File: config.mk
export PLATFORM = sky130hd
export DESIGN_NAME = glow_winner_debounce_selector_top
export DESIGN_NICKNAME = d
export VERILOG_FILES = /design/src/sv/gwds_pkg.sv /design/src/sv/gwds_winner.sv /design/src/sv/gwds_state.sv /design/src/sv/glow_winner_debounce_selector_top.sv
export SDC_FILE = /design/constraint.sdc
export NUM_CORES = 1
export LEC_CHECK = 0
export ABC_AREA = 1
export ABC_CLOCK_PERIOD_IN_PS = 11300
export BUFFER_PORTS_ARGS = -buffer_cell sky130_fd_sc_hd__buf_2
export CAP_MARGIN = 40
export CORE_MARGIN = 2
export CORE_UTILIZATION = 60
export CTS_BUF_LIST = sky130_fd_sc_hd__clkbuf_8
export DETAILED_ROUTE_END_ITERATION = 12
export GPL_ROUTABILITY_DRIVEN = 0
export MAX_ROUTING_LAYER = met4
export PLACE_DENSITY = 0.87
export SETUP_SLACK_MARGIN = 0.5
export SLEW_MARGIN = 20
export SYNTH_ARGS = -nofsm -noshare
export SYNTH_HDL_FRONTEND = slang
export SYNTH_SLANG_ARGS = --single-unit
File: constraint.sdc
create_clock -name aclk -period 11.3 [get_ports aclk]
set_input_delay 1.13 -clock aclk [delete_from_list [all_inputs] [get_ports aclk]]
set_output_delay 1.13 -clock aclk [all_outputs]
set_load 0.02 [all_outputs]
File: src/sv/gwds_pkg.sv
// ----------------------------------------------------------------------------
// gwds_pkg
// Shared types, widths, request codes and register map of the glow winner
// debounce selector.
// ----------------------------------------------------------------------------
package gwds_pkg;

    localparam int SLOT_COUNT = 3;
    localparam int SLOT_W     = 2;
    localparam int LEVEL_W    = 12;
    localparam int CNT_W      = 8;
    localparam int REQ_W      = 2;
    localparam int CFG_ADDR_W = 2;
    localparam int CFG_DATA_W = 12;

    localparam int S_TDATA_W = ((SLOT_COUNT * LEVEL_W + 7) / 8) * 8;
    localparam int M_TDATA_W = 8;

    // request codes
    localparam logic [REQ_W-1:0] REQ_OBSERVE = 2'd0;
    localparam logic [REQ_W-1:0] REQ_CONFIRM = 2'd1;
    localparam logic [REQ_W-1:0] REQ_RESET   = 2'd2;
    localparam logic [REQ_W-1:0] REQ_MARK    = 2'd3;

    // register indexes
    localparam logic [CFG_ADDR_W-1:0] CFG_LEAD_MARGIN   = 2'd0;
    localparam logic [CFG_ADDR_W-1:0] CFG_MIN_LEVEL     = 2'd1;
    localparam logic [CFG_ADDR_W-1:0] CFG_STABLE_NEEDED = 2'd2;
    localparam logic [CFG_ADDR_W-1:0] CFG_GRACE_COUNT   = 2'd3;

    // register reset values
    localparam logic [LEVEL_W-1:0] RST_LEAD_MARGIN   = 12'd480;
    localparam logic [LEVEL_W-1:0] RST_MIN_LEVEL     = 12'd1280;
    localparam logic [CNT_W-1:0]   RST_STABLE_NEEDED = 8'd3;
    localparam logic [CNT_W-1:0]   RST_GRACE_COUNT   = 8'd5;

    typedef logic [LEVEL_W-1:0] level_t;

    typedef struct packed {
        logic [LEVEL_W-1:0] lead_margin;
        logic [LEVEL_W-1:0] min_level;
        logic [CNT_W-1:0]   stable_needed;
        logic [CNT_W-1:0]   grace_count;
    } cfg_t;

    typedef struct packed {
        logic              glowing;
        logic [SLOT_W-1:0] slot;
    } win_t;

    typedef struct packed {
        logic              cand_valid;
        logic [SLOT_W-1:0] cand_slot;
        logic [CNT_W-1:0]  cand_frames;
        logic              latch_valid;
        logic [SLOT_W-1:0] latch_slot;
        logic [CNT_W-1:0]  grace_left;
        logic              done;
    } state_t;

    typedef struct packed {
        logic              pick_valid;
        logic [SLOT_W-1:0] pick_slot;
        logic              done_flag;
    } result_t;

endpackage

File: src/sv/gwds_winner.sv
// ----------------------------------------------------------------------------
// gwds_winner
// Finds the brightest slot (lowest index on ties) and the runner-up, and
// decides whether the frame is glowing.
// ----------------------------------------------------------------------------
module gwds_winner
    import gwds_pkg::*;
(
    input  level_t levels [SLOT_COUNT],
    input  cfg_t   cfg,
    output win_t   win
);

    logic [SLOT_W-1:0]  win_idx;
    level_t             win_lvl;
    level_t             second;
    logic [LEVEL_W-1:0] margin;

    always_comb begin
        win_idx = '0;
        win_lvl = levels[0];
        for (int i = 1; i < SLOT_COUNT; i++) begin
            if (levels[i] > win_lvl) begin
                win_idx = SLOT_W'(i);
                win_lvl = levels[i];
            end
        end
        second = '0;
        for (int i = 0; i < SLOT_COUNT; i++) begin
            if (SLOT_W'(i) != win_idx && levels[i] > second) begin
                second = levels[i];
            end
        end
        // zero margin behaves as one
        margin = (cfg.lead_margin == '0) ? LEVEL_W'(1) : cfg.lead_margin;
        win.slot    = win_idx;
        win.glowing = (win_lvl >= cfg.min_level) && ((win_lvl - second) >= margin);
    end

endmodule

File: src/sv/gwds_state.sv
// ----------------------------------------------------------------------------
// gwds_state
// Candidate, latch and freeze state with its per-request update and the
// result of each request.
// ----------------------------------------------------------------------------
module gwds_state
    import gwds_pkg::*;
(
    input  logic             aclk,
    input  logic             aresetn,
    input  logic             en,
    input  logic [REQ_W-1:0] req,
    input  win_t             win,
    input  cfg_t             cfg,
    output result_t          res
);

    state_t           st_reg;
    state_t           st_next;
    logic [CNT_W-1:0] need;
    logic [CNT_W-1:0] grace;
    logic [CNT_W:0]   frames_inc;

    always_comb begin
        need       = (cfg.stable_needed == '0) ? CNT_W'(1) : cfg.stable_needed;
        grace      = (cfg.grace_count == '0) ? CNT_W'(1) : cfg.grace_count;
        frames_inc = {1'b0, st_reg.cand_frames} + (CNT_W+1)'(1);
        st_next    = st_reg;
        res        = '0;
        unique case (req)
            REQ_OBSERVE: begin
                if (!st_reg.done) begin
                    if (win.glowing) begin
                        if (st_reg.cand_valid && st_reg.cand_slot == win.slot) begin
                            // saturate at the needed count
                            st_next.cand_frames = (frames_inc < {1'b0, need}) ?
                                                  frames_inc[CNT_W-1:0] : need;
                        end else begin
                            st_next.cand_valid  = 1'b1;
                            st_next.cand_slot   = win.slot;
                            st_next.cand_frames = CNT_W'(1);
                        end
                        if (st_next.cand_frames >= need) begin
                            st_next.latch_valid = 1'b1;
                            st_next.latch_slot  = win.slot;
                            st_next.grace_left  = grace;
                        end
                    end else begin
                        st_next.cand_valid  = 1'b0;
                        st_next.cand_slot   = '0;
                        st_next.cand_frames = '0;
                        if (st_reg.latch_valid && st_reg.grace_left != '0) begin
                            st_next.grace_left = st_reg.grace_left - CNT_W'(1);
                            if (st_reg.grace_left == CNT_W'(1)) begin
                                st_next.latch_valid = 1'b0;
                                st_next.latch_slot  = '0;
                            end
                        end
                    end
                end
            end
            REQ_CONFIRM: begin
                if (!st_reg.done && st_reg.latch_valid) begin
                    st_next.done  = 1'b1;
                    res.pick_valid = 1'b1;
                    res.pick_slot  = st_reg.latch_slot;
                end
            end
            REQ_RESET: begin
                st_next = '0;
            end
            REQ_MARK: begin
                st_next.done = 1'b1;
            end
            default: begin
                st_next = st_reg;
            end
        endcase
        res.done_flag = st_next.done;
    end

    always_ff @(posedge aclk) begin
        if (!aresetn) begin
            st_reg <= '0;
        end else if (en) begin
            st_reg <= st_next;
        end
    end

endmodule

File: src/sv/glow_winner_debounce_selector_top.sv
// ----------------------------------------------------------------------------
// glow_winner_debounce_selector_top
// Picks the glowing slot of a stream of brightness frames with debounce,
// grace hold and a one-shot confirm.
// ----------------------------------------------------------------------------
// One request per clock cycle, sustained while the output stream is ready. Each
// request is registered at the input, then the winner compare and the state
// update are combinational and the result lands in the output register:
// m_tvalid rises when that register is loaded, which is held back while a
// stalled result waits in it. The state update of one request is registered
// and feeds the next request, which sets the one-request-per-cycle figure.
// Every request gives exactly one result. Registers are written through
// cfg_wr_en, cfg_addr and cfg_wr_data; the user must do so only while the block is idle, the block does not enforce it.
module glow_winner_debounce_selector_top
    import gwds_pkg::*;
(
    input  logic                  aclk,
    input  logic                  aresetn,
    // configuration write port
    input  logic                  cfg_wr_en,
    input  logic [CFG_ADDR_W-1:0] cfg_addr,
    input  logic [CFG_DATA_W-1:0] cfg_wr_data,
    // request stream
    input  logic                  s_tvalid,
    output logic                  s_tready,
    input  logic [S_TDATA_W-1:0]  s_tdata,   // level_0, level_1, level_2, zero fill
    input  logic [REQ_W-1:0]      s_tuser,   // req_type
    // result stream
    output logic                  m_tvalid,
    input  logic                  m_tready,
    output logic [M_TDATA_W-1:0]  m_tdata    // pick_valid, pick_slot, done_flag, zero fill
);

    cfg_t             cfg_reg;
    logic             in_valid_reg;
    logic [REQ_W-1:0] in_req_reg;
    level_t           in_level_reg [SLOT_COUNT];
    logic             out_valid_reg;
    result_t          out_res_reg;
    logic             advance;
    win_t             win;
    result_t          res;

    always_ff @(posedge aclk) begin
        if (!aresetn) begin
            cfg_reg.lead_margin   <= RST_LEAD_MARGIN;
            cfg_reg.min_level     <= RST_MIN_LEVEL;
            cfg_reg.stable_needed <= RST_STABLE_NEEDED;
            cfg_reg.grace_count   <= RST_GRACE_COUNT;
        end else if (cfg_wr_en) begin
            unique case (cfg_addr)
                CFG_LEAD_MARGIN:   cfg_reg.lead_margin   <= cfg_wr_data[LEVEL_W-1:0];
                CFG_MIN_LEVEL:     cfg_reg.min_level     <= cfg_wr_data[LEVEL_W-1:0];
                CFG_STABLE_NEEDED: cfg_reg.stable_needed <= cfg_wr_data[CNT_W-1:0];
                CFG_GRACE_COUNT:   cfg_reg.grace_count   <= cfg_wr_data[CNT_W-1:0];
                default:           cfg_reg <= cfg_reg;
            endcase
        end
    end

    // request moves on when the result register is free or being drained
    assign advance  = in_valid_reg && (!out_valid_reg || m_tready);
    assign s_tready = !in_valid_reg || advance;

    always_ff @(posedge aclk) begin
        if (!aresetn) begin
            in_valid_reg <= 1'b0;
        end else if (s_tready) begin
            in_valid_reg <= s_tvalid;
        end
    end

    always_ff @(posedge aclk) begin
        if (s_tready && s_tvalid) begin
            in_req_reg <= s_tuser;
            for (int i = 0; i < SLOT_COUNT; i++) begin
                in_level_reg[i] <= s_tdata[i*LEVEL_W +: LEVEL_W];
            end
        end
    end

    gwds_winner u_winner (
        .levels (in_level_reg),
        .cfg    (cfg_reg),
        .win    (win)
    );

    gwds_state u_state (
        .aclk    (aclk),
        .aresetn (aresetn),
        .en      (advance),
        .req     (in_req_reg),
        .win     (win),
        .cfg     (cfg_reg),
        .res     (res)
    );

    always_ff @(posedge aclk) begin
        if (!aresetn) begin
            out_valid_reg <= 1'b0;
        end else if (advance) begin
            out_valid_reg <= 1'b1;
        end else if (m_tready) begin
            out_valid_reg <= 1'b0;
        end
    end

    always_ff @(posedge aclk) begin
        if (advance) begin
            out_res_reg <= res;
        end
    end

    assign m_tvalid = out_valid_reg;
    assign m_tdata  = {(M_TDATA_W-SLOT_W-2)'(0), out_res_reg.done_flag,
                       out_res_reg.pick_slot, out_res_reg.pick_valid};

endmodule

==> flow_metrics.env <==
export IMPL_status="finished clean"
export IMPL_layout_cells_non_filler=1232
export IMPL_crit_top_cell="nand2_1"
export IMPL_post_route_period_util_pct=87.8
export IMPL_numCtsBuffers=9
export IMPL_max_freq_mhz=101
export IMPL_largest_reg_flops=40
export IMPL_finalInstanceArea_um2=8270
export IMPL_firstDrtPassIters=5
export IMPL_vdd_ir_drop_max_mv=0.117
export IMPL_timing_setup_tns_ns=0
export IMPL_period_needed_ns=9.92
export IMPL_via_per_inst=5.48
export IMPL_core_um2=12200
export IMPL_syn_area_um2=7550
export IMPL_clock_sinks=107
export IMPL_slowest_delay_ns=0.47
export IMPL_syn_instance_count=1004
export IMPL_grt_pass1_vias=6142
export IMPL_power_density_nw_per_um2=176
export IMPL_min_to="cfg_reg[17]$_SDFFE_PN0P_"
export IMPL_seq_area_frac_synth_pct=33.9
export IMPL_rr_worst_depth=65
export IMPL_dieArea_um2=13500
export IMPL_grt_pass1_wl_um=27500
export IMPL_overflow=0
export IMPL_async_reset_ff_share_pct=0
export IMPL_critical_path_slowest_cell="edfxtp_1"
export IMPL_dp_final_hpwl_um=12900
export IMPL_clk_pin_slew_ns=0.10
export IMPL_start_util_pct=62.1
export IMPL_synth_cell_types=44
export IMPL_regToRegEndpoint="u_state.st_reg[1]$_SDFFE_PN0P_"
export IMPL_layout_common_cells="213 x nand2_1, 120 x inv_1, 103 x ha_1, 96 x o21ai_0, 90 x nor2_1"
export IMPL_htreeDepth=3
export IMPL_drive_above_1_share_pct=11.7
export IMPL_wirelength_um=16900
export IMPL_placed_area_um2=7970
export IMPL_required_ns=11.57
export IMPL_yosysWarningCount=0
export IMPL_die_w_um=116
export IMPL_regArea_um2=2560
export IMPL_syn_to_final_growth_pct=9.44
export IMPL_grt_usage_pct=26.4
export IMPL_whs_path_depth=2
export IMPL_critical_path_max_fanout=23
export IMPL_startpoint_type="flop"
export IMPL_ios=71
export IMPL_place_inst=1213
export IMPL_pre_cts_slack_ns=0.846
export IMPL_ant_nets=0
export IMPL_synth_edf_count=42
export IMPL_synth_ff_latch_count=107
export IMPL_wire_per_inst_um=13.7
export IMPL_drt_iter0_drc=537
export IMPL_synth_ff_type="dfxtp_1"
export IMPL_die_h_um=116
export IMPL_multi_input_area_um2=4450
export IMPL_antenna_found_initial=0
export IMPL_worstHoldStart="cfg_reg[17]$_SDFFE_PN0P_"
export IMPL_crit_type="reg2reg"
export IMPL_tightestPinTransition_ns=0.824
export IMPL_fin_ws_ns=1.38
export IMPL_diodes=0
export IMPL_synth_top_area_cell="dfxtp_1"
export IMPL_leakage_uw=0.00392
export IMPL_clock_latency_ns=0.40
export IMPL_synth_area_leaders="dfxtp_1 17%, ha_1 17%, edfxtp_1 17%"
export IMPL_holdCritPathClass="reg2reg"
export IMPL_clockBufferDepth=2
export IMPL_power_uw=1450
export IMPL_path_buf_inv=6
export IMPL_crit_path_end_kind="flop"
export IMPL_slew_viol_final=0
export IMPL_grt_max_degree=52
export IMPL_rsz0062_at_grt="false"
export IMPL_vias=6752
export IMPL_netlist_area_leader_share_pct=17.2
export IMPL_final_common_cell="nand2_1"
export IMPL_regToRegSetupSlack_ns=1.38
export IMPL_drc=0
export IMPL_slew_headroom_pct=45.1
export IMPL_synth_avg_cell_area_um2=7.52
export IMPL_drv_cap=0
export IMPL_regToRegStartpoint="in_level_reg[23]$_DFFE_PP_"
export IMPL_fillers=1040
export IMPL_cts_tree="built"
export IMPL_root_buffer="clkbuf_8"
export IMPL_arrival_ns=10.19
export IMPL_fin_skew_ns=0.0156
export IMPL_port_buffers=62
export IMPL_path_delay_family="simple AND/OR/NAND/NOR gates"
export IMPL_rows=40
export IMPL_setup_viol=0
export IMPL_hold_viol=0
export IMPL_fin_nets=1224
## metal layers
metal  GRT usage [%]  vias to the layer above  part of all wire, %
li1                -                     3461                    -
met1            33.9                     3058                   47
met2            43.4                      211                   46
met3            5.24                       22                  5.8
met4            5.87                        0                  1.2
met5               -                        -                    0
## cells in the mapped netlist (10+ instances only)
cell and count:
a21oi_1 85, clkbuf_1 14, dfxtp_1 65, edfxtp_1 42, ha_1 103, inv_1 120
nand2_1 215, nand3_1 36, nand4_1 13, nor2_1 92, o211ai_1 10, o21ai_0 97
o21ai_1 12, xor2_1 14
## worst register-to-register path: cells and delay by family (launching register included)
kind	cells	cell delay, ns
flip-flops	1	0.47
AND/OR/NAND/NOR	40	4.71
adder cells (fa/ha/maj)	7	2.16
buffers and inverters	6	0.63
XOR/XNOR	1	0.22
AO/OA/AOI/OAI	11	1.64
## how the worst max path moves through the flow
stage,from,endpoint,cells past startpoint
after CTS,in_level_reg[23]$_DFFE_PP_,u_state.st_reg[14]$_SDFFE_PN0P_,59
after detailed placement,in_level_reg[23]$_DFFE_PP_,u_state.st_reg[9]$_SDFFE_PN0P_,61
after global placement,in_level_reg[23]$_DFFE_PP_,u_state.st_reg[10]$_SDFFE_PN0P_,59
after global routing,in_level_reg[23]$_DFFE_PP_,u_state.st_reg[4]$_SDFFE_PN0P_,66
after floorplan,in_level_reg[23]$_DFFE_PP_,u_state.st_reg[4]$_SDFFE_PN0P_,66
final,in_level_reg[23]$_DFFE_PP_,u_state.st_reg[1]$_SDFFE_PN0P_,65
## report_power, final
part / internal, uW / switching (uW)
Sequential: 425 / 17.0
Combinational: 272 / 468
Clock: 138 / 135
Total: 834 / 620
## cell type report
cell class / count / share of cell area (%)
sequential: 107 / 31.0
clock inverter: 5 / 1.03
multi-input combinational: 750 / 53.9
clock buffer: 11 / 1.83
tap: 168 / 2.54
timing repair buffer: 64 / 3.94
inverter: 127 / 5.80
## cells by family (layout without fill, tap and decap cells)
group | count (synthesis) | count (layout) | synth area share [%]
buffers and inverters | 152 | 207 | 7.97
DFF | 107 | 107 | 33.9
adders and majority gates | 104 | 104 | 17.3
AOI/OAI and AO/OA | 224 | 224 | 16.0
other | 1 | 4 | 0.0496
and+or+nand+nor | 399 | 401 | 22.8
xor gates and xnor gates | 17 | 17 | 1.97
## repair_timing
action / in CTS / in global routing
hold buffers: 0 / 0
endpoints found under the setup margin: 0 / 22
resized for setup: 0 / 12
buffers inserted: 0 / 1
## stage by stage
stage	hold slack [ns]	util, %
floorplan	0.423	-
global placement	0.446	65.5
detailed placement	0.452	65.5
CTS	0.473	67.5
global route	0.500	68.0
finish	0.469	68.0
Power figures use the tool's default switching activity.
